==> src/design/ritoa_pkg.sv <==
// Shared types and constants for the radix integer to ASCII converter.
// No dependencies; every other design file imports this package.
`timescale 1ns / 1ps
`default_nettype none

package ritoa_pkg;

	localparam int VALUE_W     = 64;
	localparam int RADIX_W     = 5;
	localparam int DIGIT_W     = 4;
	localparam int CHAR_W      = 7;
	localparam int COUNT_W     = 7;
	localparam int MAX_DIGITS  = 64;
	localparam int ADDR_W      = $clog2(MAX_DIGITS);
	localparam int CNT_W       = $clog2(MAX_DIGITS + 1);
	localparam int STEP_BITS   = 8;
	localparam int DIV_STEPS   = VALUE_W / STEP_BITS;
	localparam int STEP_CNT_W  = $clog2(DIV_STEPS);

	localparam logic [RADIX_W-1:0] RADIX_MIN     = RADIX_W'(2);
	localparam logic [RADIX_W-1:0] RADIX_MAX     = RADIX_W'(16);
	localparam logic [RADIX_W-1:0] RADIX_DEFAULT = RADIX_W'(10);

	localparam logic [CHAR_W-1:0] CHAR_ZERO = CHAR_W'(48);
	localparam logic [CHAR_W-1:0] CHAR_A    = CHAR_W'(65);

	typedef struct packed {
		logic [VALUE_W-1:0] value;
		logic [RADIX_W-1:0] radix;
	} in_t;

	typedef struct packed {
		logic [CHAR_W-1:0]  ascii_char;
		logic               last_digit;
		logic [COUNT_W-1:0] digit_count;
	} out_t;

	typedef struct packed {
		logic load;
		logic step;
		logic store;
		logic rd;
	} cmd_t;

	typedef struct packed {
		logic more;
		logic rd_last;
	} sts_t;

endpackage

`default_nettype wire

==> src/design/radix_integer_to_ascii_top.sv <==
// Top level of the radix integer to ASCII converter.
// Depends on ritoa_pkg, ritoa_ctrl and ritoa_dp.
//
// Usage:
//   Drive operand (value, radix) and raise start; the beat is taken at a
//   rising edge where start is high and busy is low. A radix outside 2 to 16
//   converts as radix 10.
//   Characters leave most significant first on result, one per cycle, each
//   marked by strobe for exactly one cycle. The final character carries
//   last_digit and the digit count; others carry a count of zero.
// Sequence, for a value of N digits:
//   a load; per digit, division steps of 8 bits each through the shared
//   remainder unit and a store into the digit memory; then N reads from
//   the digit memory. busy is high from the accepting edge through the last
//   read. Each read passes the digit_s1 stage and the output register; the
//   characters come with no gap. A new beat may be taken as soon as busy falls.
// Reset clears the controller and the strobe; no clearing pass is needed.
// The receiver cannot stall: every strobed character must be taken.
`timescale 1ns / 1ps
`default_nettype none

module radix_integer_to_ascii_top import ritoa_pkg::*; (
	input  wire  clk,
	input  wire  arst_n,
	input  wire  start,
	input  in_t  operand,
	output logic busy,
	output logic strobe,
	output out_t result
);

	cmd_t cmd;
	sts_t sts;

	ritoa_ctrl u_ctrl (
		.clk    (clk),
		.arst_n (arst_n),
		.start  (start),
		.sts    (sts),
		.cmd    (cmd),
		.busy   (busy)
	);

	ritoa_dp u_dp (
		.clk     (clk),
		.arst_n  (arst_n),
		.operand (operand),
		.cmd     (cmd),
		.sts     (sts),
		.strobe  (strobe),
		.result  (result)
	);

	a_count_on_last: assert property (@(posedge clk) disable iff (!arst_n)
		strobe |-> (result.last_digit == (result.digit_count != '0)))
		else $error("digit count does not match last mark");

	a_char_range: assert property (@(posedge clk) disable iff (!arst_n)
		strobe |-> ((result.ascii_char >= CHAR_ZERO && result.ascii_char <= CHAR_W'(57)) ||
			(result.ascii_char >= CHAR_A && result.ascii_char <= CHAR_W'(70))))
		else $error("character outside digit range");

	a_run_contiguous: assert property (@(posedge clk) disable iff (!arst_n)
		(strobe && !result.last_digit) |=> strobe)
		else $error("gap inside a character run");

	a_busy_after_start: assert property (@(posedge clk) disable iff (!arst_n)
		(start && !busy) |=> busy)
		else $error("accepted beat did not raise busy");

endmodule

`default_nettype wire

==> src/design/ritoa_ctrl.sv <==
// Controller for the converter: sequences load, division steps, digit store
// and read-out. Depends on ritoa_pkg for the command and status types.
`timescale 1ns / 1ps
`default_nettype none

module ritoa_ctrl import ritoa_pkg::*; (
	input  wire  clk,
	input  wire  arst_n,
	input  wire  start,
	input  sts_t sts,
	output cmd_t cmd,
	output logic busy
);

	localparam logic [1:0] ST_IDLE  = 2'd0;
	localparam logic [1:0] ST_DIV   = 2'd1;
	localparam logic [1:0] ST_STORE = 2'd2;
	localparam logic [1:0] ST_EMIT  = 2'd3;

	logic [1:0]            state_q;
	logic [1:0]            state_n;
	logic [STEP_CNT_W-1:0] step_q;

	assign busy = (state_q != ST_IDLE);

	always_comb begin
		state_n = state_q;
		cmd     = '0;
		unique case (state_q)
			ST_IDLE: begin
				if (start) begin
					cmd.load = 1'b1;
					state_n  = ST_DIV;
				end
			end
			ST_DIV: begin
				cmd.step = 1'b1;
				if (step_q == STEP_CNT_W'(DIV_STEPS - 1)) begin
					state_n = ST_STORE;
				end
			end
			ST_STORE: begin
				cmd.store = 1'b1;
				state_n   = sts.more ? ST_DIV : ST_EMIT;
			end
			ST_EMIT: begin
				cmd.rd = 1'b1;
				if (sts.rd_last) begin
					state_n = ST_IDLE;
				end
			end
		endcase
	end

	always_ff @(posedge clk or negedge arst_n) begin
		if (!arst_n) begin
			state_q <= ST_IDLE;
			step_q  <= '0;
		end else begin
			state_q <= state_n;
			if (cmd.step) begin
				step_q <= step_q + STEP_CNT_W'(1);
			end else begin
				step_q <= '0;
			end
		end
	end

endmodule

`default_nettype wire

==> src/design/ritoa_dp.sv <==
// Datapath for the converter: digit-serial divider, digit buffer memory and
// output register. Depends on ritoa_pkg; driven by ritoa_ctrl commands.
`timescale 1ns / 1ps
`default_nettype none

module ritoa_dp import ritoa_pkg::*; (
	input  wire  clk,
	input  wire  arst_n,
	input  in_t  operand,
	input  cmd_t cmd,
	output sts_t sts,
	output logic strobe,
	output out_t result
);

	logic [VALUE_W-1:0]   dvd_q;
	logic [DIGIT_W-1:0]   rem_q;
	logic [RADIX_W-1:0]   radix_q;
	logic [CNT_W-1:0]     have_q;
	logic [ADDR_W-1:0]    rd_ptr_q;
	logic [DIGIT_W-1:0]   mem_q [MAX_DIGITS];

	logic [DIGIT_W-1:0]   rem_n;
	logic [RADIX_W-1:0]   trial;
	logic [STEP_BITS-1:0] q_bits;
	logic [RADIX_W-1:0]   radix_n;

	logic                 rd_v_s1;
	logic                 last_s1;
	logic [CNT_W-1:0]     cnt_s1;
	logic [DIGIT_W-1:0]   digit_s1;

	logic                 strobe_q;
	out_t                 result_q;

	function automatic logic [CHAR_W-1:0] ascii_of(input logic [DIGIT_W-1:0] d);
		if (d < DIGIT_W'(10)) begin
			return CHAR_ZERO + CHAR_W'(d);
		end
		return CHAR_A + CHAR_W'(d) - CHAR_W'(10);
	endfunction

	assign radix_n = (operand.radix < RADIX_MIN || operand.radix > RADIX_MAX) ?
		RADIX_DEFAULT : operand.radix;

	always_comb begin
		rem_n  = rem_q;
		trial  = '0;
		q_bits = '0;
		for (int i = 0; i < STEP_BITS; i++) begin
			trial = {rem_n, dvd_q[VALUE_W-1-i]};
			if (trial >= radix_q) begin
				rem_n                  = DIGIT_W'(trial - radix_q);
				q_bits[STEP_BITS-1-i]  = 1'b1;
			end else begin
				rem_n = trial[DIGIT_W-1:0];
			end
		end
	end

	assign sts.more    = (dvd_q != '0) && (have_q < CNT_W'(MAX_DIGITS - 1));
	assign sts.rd_last = (rd_ptr_q == '0);

	always_ff @(posedge clk) begin
		if (cmd.load) begin
			dvd_q   <= operand.value;
			radix_q <= radix_n;
			rem_q   <= '0;
		end else if (cmd.step) begin
			dvd_q <= {dvd_q[VALUE_W-STEP_BITS-1:0], q_bits};
			rem_q <= rem_n;
		end else if (cmd.store) begin
			rem_q <= '0;
		end
		if (cmd.store) begin
			mem_q[have_q[ADDR_W-1:0]] <= rem_q;
			rd_ptr_q                  <= have_q[ADDR_W-1:0];
		end else if (cmd.rd) begin
			rd_ptr_q <= rd_ptr_q - ADDR_W'(1);
		end
		if (cmd.rd) begin
			digit_s1 <= mem_q[rd_ptr_q];
			last_s1  <= (rd_ptr_q == '0);
			cnt_s1   <= (rd_ptr_q == '0) ? have_q : '0;
		end
		result_q.ascii_char  <= ascii_of(digit_s1);
		result_q.last_digit  <= last_s1;
		result_q.digit_count <= COUNT_W'(cnt_s1);
	end

	always_ff @(posedge clk or negedge arst_n) begin
		if (!arst_n) begin
			have_q   <= '0;
			rd_v_s1  <= 1'b0;
			strobe_q <= 1'b0;
		end else begin
			if (cmd.load) begin
				have_q <= '0;
			end else if (cmd.store) begin
				have_q <= have_q + CNT_W'(1);
			end
			rd_v_s1  <= cmd.rd;
			strobe_q <= rd_v_s1;
		end
	end

	assign strobe = strobe_q;
	assign result = result_q;

endmodule

`default_nettype wire

==> config.mk <==
export PLATFORM = sky130hd
export DESIGN_NAME = radix_integer_to_ascii_top
export DESIGN_NICKNAME = d
export VERILOG_FILES = /design/src/design/ritoa_pkg.sv /design/src/design/radix_integer_to_ascii_top.sv /design/src/design/ritoa_ctrl.sv /design/src/design/ritoa_dp.sv
export SDC_FILE = /design/constraint.sdc
export NUM_CORES = 1
export LEC_CHECK = 0
export BUFFER_PORTS_ARGS = -buffer_cell sky130_fd_sc_hd__buf_2
export CAP_MARGIN = 20
export CORE_MARGIN = 4
export CORE_UTILIZATION = 55
export CTS_CLUSTER_SIZE = 10
export DETAILED_ROUTE_END_ITERATION = 16
export HOLD_SLACK_MARGIN = 0.06
export PLACE_DENSITY = 0.87
export SYNTH_ARGS = -nofsm -noshare
export SYNTH_HDL_FRONTEND = slang
export SYNTH_SLANG_ARGS = --single-unit
==> constraint.sdc <==
create_clock -name clk -period 10.1 [get_ports clk]
set_input_delay 0.505 -clock clk [delete_from_list [all_inputs] [get_ports clk]]
set_output_delay 0.505 -clock clk [all_outputs]
set_load 0.02 [all_outputs]
=== Word level (Yosys, flattened, before mapping) ===
Memories as Yosys holds them, arrays and structs flattened. A register that Yosys moved wholly into a read port is not among the register bits.
Cells that the tools add are included.

* Reduce and logical (&&, ||, !) cells: 11
* Eq/ne operators: 7
* Mux-type cells: 40
* Add/sub/neg operators: 14
* Magnitude comparators: 12

{| class="wikitable"
|+ Operators with widths
! cell !! number
|-
| $mux W64 || 2
|-
| $reduce_bool A64 Y1 || 1
|-
| $ge A5 B5 Y1 || 8
|-
| $mux W4 || 10
|-
| $sub A4 B4 Y4 || 8
|-
| $mux W7 || 4
|-
| $mux W1 || 16
|-
| $mux W6 || 2
|-
| $reduce_bool A2 Y1 || 5
|-
| $mux W2 || 4
|-
| $pmux W2 S4 || 1
|-
| $add A6 B4 Y7 const A || 1
|-
| $add A7 B1 Y7 const B || 1
|-
| $add A7 B4 Y7 const A || 1
|-
| $lt A7 B6 Y1 const B || 1
|-
| $sub A7 B4 Y7 const B || 1
|-
| $logic_not A6 Y1 || 1
|-
| $sub A6 B1 Y6 const B || 1
|-
| $gt A5 B5 Y1 const B || 1
|-
| $lt A5 B2 Y1 const B || 1
|-
| $eq A2 B2 Y1 const B || 2
|-
| $lt A4 B4 Y1 const B || 1
|-
| $ne A2 B2 Y1 const B || 2
|-
| $add A3 B1 Y3 const B || 1
|-
| other kinds (8) || 8
|}

* Flip-flop bits (word level): 116
* Bits of input ports: 72
* Memories: 1
* Output and inout port bits: 17
* Logic and storage cells: 99
* Bits in writable memories: 256

{| class="wikitable"
|+ Memories
! name !! depth !! bits a word !! rd ports !! clocked after memory_dff !! wr ports !! RTL line !! text
|-
| u_dp.mem_q || 64 || 4 || 1 || 1 || 1 || ritoa_dp.sv:21 || <nowiki>logic [DIGIT_W-1:0] mem_q [MAX_DIGITS];</nowiki>
|}

=== Longest topological paths before layout ===
Gate-level depths: netlist of the first run.

* Depth after elaboration: 18
* Mapped depth: 51
* Mapped depth without buffers: 51

=== By module ===
From an unflattened synthesis of the first run, not the netlist that was laid out.

* Cell total of the unflattened synthesis: 1086
* Area total of the unflattened synthesis: 16923.7 um2

{| class="wikitable"
|+ By module, submodules not included
! module !! cells each !! seq. area each (um2) !! area each (um2) !! times used
|-
| ritoa_dp || 1063 || 10905.5 || 16661.0 || 1
|-
| ritoa_ctrl || 23 || 125.1 || 262.8 || 1
|}

=== Least setup slack after synthesis of the first run ===
Ideal clock, no wire load.

* Path kind: reg2reg
* From: register u_dp.rem_q[0]
* To: register u_dp.rem_q[1]
* Setup time: 0.118 ns
* Stages on the path, launching flop included: 47
* Data arrival time: 10.008 ns
* Clock period less this slack: 10.126 ns
* Required time: 9.982 ns
* Buffers on the path: 0
* Setup slack: -0.026 ns
* Cells stage by stage: dfxtp_1 > ha_1 > a21o_1 > a21o_1 > and4b_1 > nor3_1 > inv_1 > ha_1 > a21o_1 > a21oi_1 > o21ai_1 > inv_1 > nand2_1 > a21boi_1 > ha_1 > a21oi_2 > o21ai_0 > mux2_2 > (+11 left out) > ha_1 > a21o_1 > a31oi_1 > o21ai_2 > o21a_1 > ha_1 > a21o_1 > a31oi_1 > o21ai_1 > nand2_1 > o21ai_1 > inv_1 > ha_1 > o21ai_0 > o2bb2ai_1 > o21ai_1 > mux2i_1 > a22o_1

* Longest elaborated chain between the ends: 17
* Elaborated cells on any way between the ends: 25
* Those cells by class: add/sub: 8; order compare: 8; mux: 9

{| class="wikitable"
|+ RTL lines
! what !! RTL line !! text
|-
| from (decl) || ritoa_dp.sv:17 || <nowiki>logic [DIGIT_W-1:0] rem_q;</nowiki>
|-
| from (signal assigned) || ritoa_dp.sv:71 || <nowiki>rem_q <= rem_n;</nowiki>
|-
| $sub A4 B4 Y4 or $ge A5 B5 Y1 (tied branches) || ritoa_dp.sv:53, ritoa_dp.sv:52 ||
|-
| $mux W4 (*) || ritoa_dp.sv:52 || <nowiki>if (trial >= radix_q) begin</nowiki>
|-
| $sub A4 B4 Y4 or $ge A5 B5 Y1 (tied branches) || ritoa_dp.sv:53, ritoa_dp.sv:52 ||
|-
| $mux W4 (*) || ritoa_dp.sv:52 ||
|-
| $sub A4 B4 Y4 or $ge A5 B5 Y1 (tied branches) || ritoa_dp.sv:53, ritoa_dp.sv:52 ||
|-
| $mux W4 (*) || ritoa_dp.sv:52 ||
|-
| $ge A5 B5 Y1 or $sub A4 B4 Y4 (tied branches) || ritoa_dp.sv:52, ritoa_dp.sv:53 ||
|-
| $mux W4 (*) || ritoa_dp.sv:52 ||
|-
| $sub A4 B4 Y4 or $ge A5 B5 Y1 (tied branches) || ritoa_dp.sv:53, ritoa_dp.sv:52 ||
|-
| $mux W4 (*) || ritoa_dp.sv:52 ||
|-
| $sub A4 B4 Y4 or $ge A5 B5 Y1 (tied branches) || ritoa_dp.sv:53, ritoa_dp.sv:52 ||
|-
| $mux W4 (*) || ritoa_dp.sv:52 ||
|-
| $ge A5 B5 Y1 or $sub A4 B4 Y4 (tied branches) || ritoa_dp.sv:52, ritoa_dp.sv:53 ||
|-
| $mux W4 (*) || ritoa_dp.sv:52 ||
|-
| $sub A4 B4 Y4 or $ge A5 B5 Y1 (tied branches) || ritoa_dp.sv:53, ritoa_dp.sv:52 ||
|-
| $mux W4 (*) || ritoa_dp.sv:52 ||
|-
| $mux W4 (*) || ritoa_dp.sv:69 || <nowiki>end else if (cmd.step) begin</nowiki>
|}

Every way passes the cells marked *; elsewhere a longest branch is shown, timed or not.
A chain may end at the register's enable or synchronous reset.

=== Worst setup path after layout of the first run ===
* From: register u_dp.dvd_q[63]
* To: register u_dp.rem_q[3]

* Longest elaborated chain between the ends: 17
* Elaborated cells on any way between the ends: 25
* Those cells by class: add/sub: 8; order compare: 8; mux: 9

{| class="wikitable"
|+ RTL lines
! what !! RTL line !! text
|-
| from (decl) || ritoa_dp.sv:16 || <nowiki>logic [VALUE_W-1:0] dvd_q;</nowiki>
|-
| from (signal assigned) || ritoa_dp.sv:66 || <nowiki>dvd_q <= operand.value;</nowiki>
|-
| from (signal assigned) || ritoa_dp.sv:70 || <nowiki>dvd_q <= {dvd_q[VALUE_W-STEP_BITS-1:0], q_bits};</nowiki>
|-
| $sub A4 B4 Y4 or $ge A5 B5 Y1 (tied branches) || ritoa_dp.sv:53, ritoa_dp.sv:52 ||
|-
| $mux W4 (*) || ritoa_dp.sv:52 ||
|-
| $sub A4 B4 Y4 or $ge A5 B5 Y1 (tied branches) || ritoa_dp.sv:53, ritoa_dp.sv:52 ||
|-
| $mux W4 (*) || ritoa_dp.sv:52 ||
|-
| $sub A4 B4 Y4 or $ge A5 B5 Y1 (tied branches) || ritoa_dp.sv:53, ritoa_dp.sv:52 ||
|-
| $mux W4 (*) || ritoa_dp.sv:52 ||
|-
| $sub A4 B4 Y4 or $ge A5 B5 Y1 (tied branches) || ritoa_dp.sv:53, ritoa_dp.sv:52 ||
|-
| $mux W4 (*) || ritoa_dp.sv:52 ||
|-
| $ge A5 B5 Y1 or $sub A4 B4 Y4 (tied branches) || ritoa_dp.sv:52, ritoa_dp.sv:53 ||
|-
| $mux W4 (*) || ritoa_dp.sv:52 ||
|-
| $sub A4 B4 Y4 or $ge A5 B5 Y1 (tied branches) || ritoa_dp.sv:53, ritoa_dp.sv:52 ||
|-
| $mux W4 (*) || ritoa_dp.sv:52 ||
|-
| $sub A4 B4 Y4 or $ge A5 B5 Y1 (tied branches) || ritoa_dp.sv:53, ritoa_dp.sv:52 ||
|-
| $mux W4 (*) || ritoa_dp.sv:52 ||
|-
| $sub A4 B4 Y4 or $ge A5 B5 Y1 (tied branches) || ritoa_dp.sv:53, ritoa_dp.sv:52 ||
|-
| $mux W4 (*) || ritoa_dp.sv:52 ||
|-
| $mux W4 (*) || ritoa_dp.sv:69 ||
|}

Marks and branches as above.

==> results of run 1 <==
[cells by family (layout without fill, tap and decap cells)]
group | count (synthesis) | count (layout) | synth area share (%)
AO/OA/AOI/OAI | 140 | 140 | 5.23
XOR/XNOR | 26 | 26 | 1.34
adder cells (fa/ha/maj) | 58 | 58 | 4.61
buffers and inverters | 89 | 232 | 2.21
flip-flops | 376 | 376 | 64.8
multiplexers | 91 | 91 | 10.2
AND/OR/NAND/NOR | 451 | 451 | 11.6
[layout make-up]
type | instances | share of cell area [%]
Multi-Input combinational cell | 766 | 29.8
Timing Repair Buffer | 118 | 3.44
Clock buffer | 71 | 6.41
Sequential cell | 376 | 56.8
Tap cell | 396 | 2.55
Clock inverter | 3 | 0.155
Inverter | 40 | 0.773
[final timing paths]
kind	cells past startpoint	end	startpoint	slack, ns
worst max-delay path	45	u_dp.rem_q[3]	u_dp.dvd_q[63]	0.32
worst min-delay path	3	u_dp.dvd_q[16]	operand[21]	0.23
worst max register to register	45	u_dp.rem_q[3]	u_dp.dvd_q[63]	0.32
worst min register to register	0	u_dp.result[5]	u_dp.cnt_s1[5]	0.33
max in group asynchronous	2	u_dp.strobe	arst_n	9.40
min in group asynchronous	2	u_dp.have_q[6]	arst_n	0.45
[synthesized netlist by cell type, types with 13 or more instances]
cell type	n	share of area [%]
edfxtp_1	343	60
nand2_1	230	5.1
nor2_1	107	2.4
mux4_2	65	8.6
ha_1	50	3.7
a21oi_1	47	1.4
inv_1	39	0.86
clkbuf_1	33	0.73
a21o_1	20	0.88
nand2b_1	20	0.73
dfxtp_1	19	2.2
xnor2_1	19	0.98
nor4_1	18	0.66
o21ai_0	16	0.47
nand3_1	15	0.44
dfrtp_1	14	2.1
mux2i_1	13	0.76
[sequential cells by signal, indices dropped and copies added, names as in the netlist]
signal and cells:
u_ctrl.state_q 2, u_ctrl.step_q 3, u_dp.cnt_s1 7, u_dp.digit_s1 4, u_dp.dvd_q 64, u_dp.have_q 7
u_dp.last_s1 1, u_dp.mem_q 256, u_dp.radix_q 5, u_dp.rd_ptr_q 6, u_dp.rd_v_s1 1, u_dp.rem_q 4
u_dp.result 15, u_dp.strobe 1
[power breakdown]
part / switching, mW / leakage [nW] / internal (mW)
combinational: 0.00913 / 3.20 / 0.0111
clock: 0.587 / 0.612 / 0.838
sequential: 0 / 3.54 / 1.67
[critical path: cells and delay by family (launching register included)]
family,cells,cell delay [ns]
adder cells (fa/ha/maj),8,2.38
AND/OR/NAND/NOR,4,0.45
buffers and inverters,4,0.52
AO/OA/AOI/OAI,25,4.51
flip-flops,1,0.40
multiplexers,4,1.37
[through the flow]
stage | instances | hold WS (ns) | cell area (µm²) | TNS, ns | setup slack (ns)
floorplan | 1231 | 0.209 | 17000 | 0 | 0.155
global placement | 1686 | 0.331 | 17900 | 0 | 0.337
detailed placement | 1686 | 0.327 | 17900 | -0.728 | -0.186
CTS | 1761 | 0.212 | 19200 | 0 | 0.000719
global route | 1770 | 0.225 | 19400 | -0.933 | -0.196
finish | 1770 | 0.230 | 19400 | 0 | 0.319
[layer usage]
layer | GRT usage (%) | wire length, µm | part of all wire [%] | vias to the layer above
met2 | 39.7 | 20100 | 50 | 677
met3 | 4.35 | 3610 | 9.0 | 139
li1 | - | - | - | 4809
met4 | 9.11 | 1680 | 4.2 | 2
met1 | 30.6 | 14600 | 36 | 5391
met5 | 0 | 12 | 0.030 | -
[repair_timing]
item	in CTS	in global routing
setup buffers	0	9
pin swaps	1	12
endpoints found under the setup margin	5	5
endpoints found under the hold margin	14	0
resized for setup	3	29
hold buffers	1	0
==> impl_metrics.csv, run 1 <==
group,metric,value,unit
floorplan,start_util,55.7,%
setup_path,critPathKind,"flip-flop to flip-flop",
floorplan,die_y,184,µm
synthesis,synth-seq-cells,376,
synthesis,synthesis.nets,1361,
sta,relSlewSlack,31.2,%
layout,drive_above_1_share,20.7,%
layout,utilization,63.5,%
layout,final_common_cell,"edfxtp_1",
setup_path,crit_slowest_cell,"edfxtp_1",
layout,syn2layout_area_growth,14.0,%
global_routing,track_usage,23.5,%
global_routing,grt_pass1_vias,11000,
place,gp_congestion,0.937,
floorplan,die_area,0.0338,mm²
clock_tree,clkSlewWorstSetupHoldPaths,0.06,ns
synthesis,ys.flop_type,"edfxtp_1",
layout,multi_input_area,0.00579,mm²
layout,mostFrequentLayoutCells,"edfxtp_1, nand2_1, nor2_1",
routing,drc,0,
routing,ant_nets,0,
clock_tree,clkLatencyLatePin,0.54,ns
setup_path,timing.critical_path.mode_cell,"a21o_1",
pwr,total_power,3.12,mW
sta,max_freq,102,MHz
synthesis,syn_area,0.0170,mm²
place,portBuffers,88,
status,outcome,"completed",
sta,min_period,9.78,ns
routing,via_count,11000,
floorplan,num_io_pins,89,
synthesis,yosysSeqAreaShare,64.8,%
synthesis,yosys_warnings,0,
place,hpwlAfterDp,25000,µm
clock_tree,cts_tree,"done",
routing,first_pass_iters,7,
routing,wl_per_cell,22.6,µm
pwr,max-vdd-ir-drop,133,µV
layout,fillCellCount,2111,
synthesis,syn_area_per_cell,13.8,µm²
setup_path,critical_path_peak_fanout,8,
layout,seq_area,0.0110,mm²
setup_path,startpoint_type,"flip-flop",
floorplan,core,0.0306,mm²
global_routing,gr-total-overflow,0,
layout,finalNetCount,1476,
pwr,p_leak,7.35,nW
synthesis,ys_async_sr_fraction,3.72,%
clock_tree,numCtsBuffers,44,
sta,drv_slew,0,
clock_tree,htreeDepth,2,
floorplan,fp.dieW,184,µm
clock_tree,cts-root-buf,"clkbuf_16",
flow_run,drv_cap,0,
clock_tree,clock_sinks,376,
sta,setup_viol,0,
clock_tree,cts.path.max_buffers,3,
synthesis,syn-instance-count,1231,
synthesis,synth-edff-count,343,
sta,hold_violations,0,
layout,num_antenna_cells,0,
setup_path,critical_path_required,10.53,ns
setup_path,end_kind,"flip-flop",
sta,worst_pin_slew,1.02,ns
setup_path,slowest_delay,0.40,ns
pwr,power_density,161,mW/mm²
routing,routed_via_density,6.22,
sta,clock_skew,0.0130,ns
global_routing,grt_first_pass_wirelength,61700,µm
routing,wl,40000,µm
global_routing,antenna_found_initial,1,
worst_hold_path,hold_class,"primary input to flip-flop",
synthesis,ys_types,64,
sta,final.period_utilization,96.8,%
global_routing,grt_max_degree,72,
routing,initialDrtViolationCount,1158,
floorplan,row_count,64,
setup_path,cp_data_arrival_time,10.21,ns
Power figures use the tool's default switching activity.
==> run 2, diff against run 1 <==
- CORE_ASPECT_RATIO: not set -> 1.2
- SETUP_SLACK_MARGIN: not set -> 0.4
==> impl_metrics.csv, run 2 (same netlist as run 1, synthesis figures left out) <==
group,metric,value,unit
setup_path,cp.depth,49,
routing,first_pass_iters,6,
floorplan,die_y,201,µm
layout,largest_register_ffs,256,
clock_tree,htreeDepth,2,
clock_tree,clkSlewWorstSetupHoldPaths,0.05,ns
global_routing,grt_pass1_vias,11500,
sta,hold_violations,0,
place,place_inst,1687,
sta,setup_viol,0,
floorplan,fp.dieW,169,µm
setup_path,slowest_delay,0.51,ns
global_routing,grt_first_pass_wirelength,63400,µm
place,gp_congestion,0.881,
layout,postLayoutCellArea,0.0197,mm²
routing,drc,0,
layout,num_antenna_cells,0,
layout,fin_cells,1778,
pwr,p_sw_share,19.3,%
routing,wl,41400,µm
layout,final_common_cell,"edfxtp_1",
clock_tree,numCtsBuffers,43,
setup_path,cp_data_arrival_time,10.22,ns
sta,worst_pin_slew,0.991,ns
setup_path,startpoint_type,"flip-flop",
routing,wl_per_cell,23.3,µm
setup_path,r2r_cells,49,
routing,ant_nets,0,
sta,whs,0.219,ns
global_routing,grt_max_degree,75,
sta,min_period,9.80,ns
clock_tree,cts_tree,"done",
pwr,pwr-share-clk,44.8,%
global_routing,gr-total-overflow,0,
setup_path,critPathKind,"flip-flop to flip-flop",
place,dpl-instance-area,0.0179,mm²
pwr,p_seq_share,54.5,%
setup_path,crit_slowest_cell,"a2111oi_2",
global_routing,track_usage,23.7,%
setup_path,endpoint,"u_dp.rem_q[3]",
global_routing,antenna_found_initial,0,
floorplan,core,0.0305,mm²
flow_run,drv_cap,0,
sta,max_freq,102,MHz
setup_path,cp_num_buf_inv,7,
pwr,max-vdd-ir-drop,125,µV
floorplan,row_count,70,
layout,syn2layout_area_growth,15.5,%
setup_path,cp_top_family,"compound AO/OA/AOI/OAI gates",
setup_path,end_kind,"flip-flop",
sta,relSlewSlack,33.9,%
setup_path,r2r_start,"u_dp.dvd_q[63]",
pwr,power_density,156,mW/mm²
sta,clock_skew,0.0254,ns
pwr,p_switching,0.593,mW
place,hpwlAfterDp,25700,µm
setup_path,reg2reg_slack,0.30,ns
pwr,power.share.combinational,0.6,%
floorplan,num_io_pins,89,
setup_path,timing.critical_path.mode_cell,"a21o_1",
clock_tree,cts-root-buf,"clkbuf_16",
setup_path,critical_path_peak_fanout,8,
layout,finalNetCount,1485,
pwr,p_leak,7.40,nW
routing,via_count,11200,
layout,mostFrequentLayoutCells,"edfxtp_1, nand2_1, nor2_1",
setup_path,critical_path_required,10.52,ns
clock_tree,clock_sinks,376,
pwr,p_int,2.48,mW
clock_tree,clkLatencyLatePin,0.54,ns
setup_path,cp-startpoint,"u_dp.dvd_q[63]",
sta,drv_slew,0,
floorplan,start_util,55.9,%
routing,routed_via_density,6.28,
clock_tree,cts.path.max_buffers,3,
status,outcome,"completed",
place,portBuffers,88,
routing,initialDrtViolationCount,1246,
setup_path,r2r_end,"u_dp.rem_q[3]",
layout,drive_above_1_share,22.6,%
floorplan,die_area,0.0339,mm²
sta,final.period_utilization,97.1,%
worst_hold_path,hold_class,"primary input to flip-flop",
run 2: changes by cell type in the layout (fill, tap and decap cells not counted), sizes merged:
cell    before  now
clkinv       2    3
inv         41   40
clkbuf      71   69
buf        117  127
run 2: worst register-to-register path: cells and delay by family, from the launching register on:
family                     cells  cell delay [ns]
muxes                          2             0.76
DFF                            1             0.44
buffers and inverters          7             0.79
adders and majority gates      8             2.32
AOI/OAI and AO/OA             24             4.36
and+or+nand+nor                7             0.93
xor gates and xnor gates       1             0.09
run 2: how the worst min path moves through the flow:
| stage | startpoint | end | slack [ns] | cells after the start |
|---|---|---|---|---|
| after floorplan | arst_n | u_ctrl.state_q[0] | 0.21 | 0 |
| after global placement | u_dp.cnt_s1[4] | u_dp.result[4] | 0.33 | 0 |
| after detailed placement | u_dp.cnt_s1[2] | u_dp.result[2] | 0.33 | 0 |
| after CTS | operand[45] | u_dp.dvd_q[40] | 0.21 | 3 |
| after global routing | operand[45] | u_dp.dvd_q[40] | 0.22 | 3 |
| final | operand[45] | u_dp.dvd_q[40] | 0.22 | 3 |
run 2: cell type report:
| class | instances | area, µm² |
|---|---|---|
| Timing Repair Buffer | 128 | 759 |
| Clock buffer | 69 | 1170 |
| Tap cell | 396 | 495 |
| Multi-Input combinational cell | 766 | 6030 |
| Clock inverter | 3 | 36.3 |
| Fill cell | 2011 | 10800 |
| Sequential cell | 376 | 11000 |
| Inverter | 40 | 150 |
run 2: what timing repair did:
action                                  in CTS  in global routing
pin swaps                                    7                 23
resized for setup                           18                 52
endpoints found under the setup margin       5                  5
endpoints found under the hold margin       14                  0
hold buffers                                 1                  0
setup buffers                                3                 15
gates cloned                                 0                  0
run 2: power groups by stage:
| stage | logic [mW] | clock network (mW) | registers (mW) |
|---|---|---|---|
| 2_1_floorplan | 0.00180 | 0 | 1.71 |
| 3_3_place_gp | 0.0184 | 0 | 1.71 |
| 3_5_place_dp | 0.0185 | 0 | 1.71 |
| 4_1_cts | 0.0191 | 1.38 | 1.67 |
| 5_1_grt | 0.0210 | 1.46 | 1.67 |
| 6_report | 0.0193 | 1.38 | 1.67 |
run 2: layer usage:
layer / up-vias / global-route usage, % / wire [µm]
met1: 5370 / 29.6 / 14000
met3: 174 / 4.57 / 4080
met4: 0 / 11.1 / 2280
li1: 4832 / - / -
met5: - / 0 / 0
met2: 798 / 39.9 / 21000
run 2: through the flow:
stage	setup slack (ns)	power, mW	TNS, ns	util (%)
6_report	0.298	3.07	0	64.6
5_1_grt	-0.174	3.15	-0.749	64.6
4_1_cts	0.414	3.08	0	63.1
3_5_place_dp	-0.222	1.72	-0.844	58.8
3_3_place_gp	0.255	1.72	0	58.8
2_1_floorplan	0.442	1.71	0	-
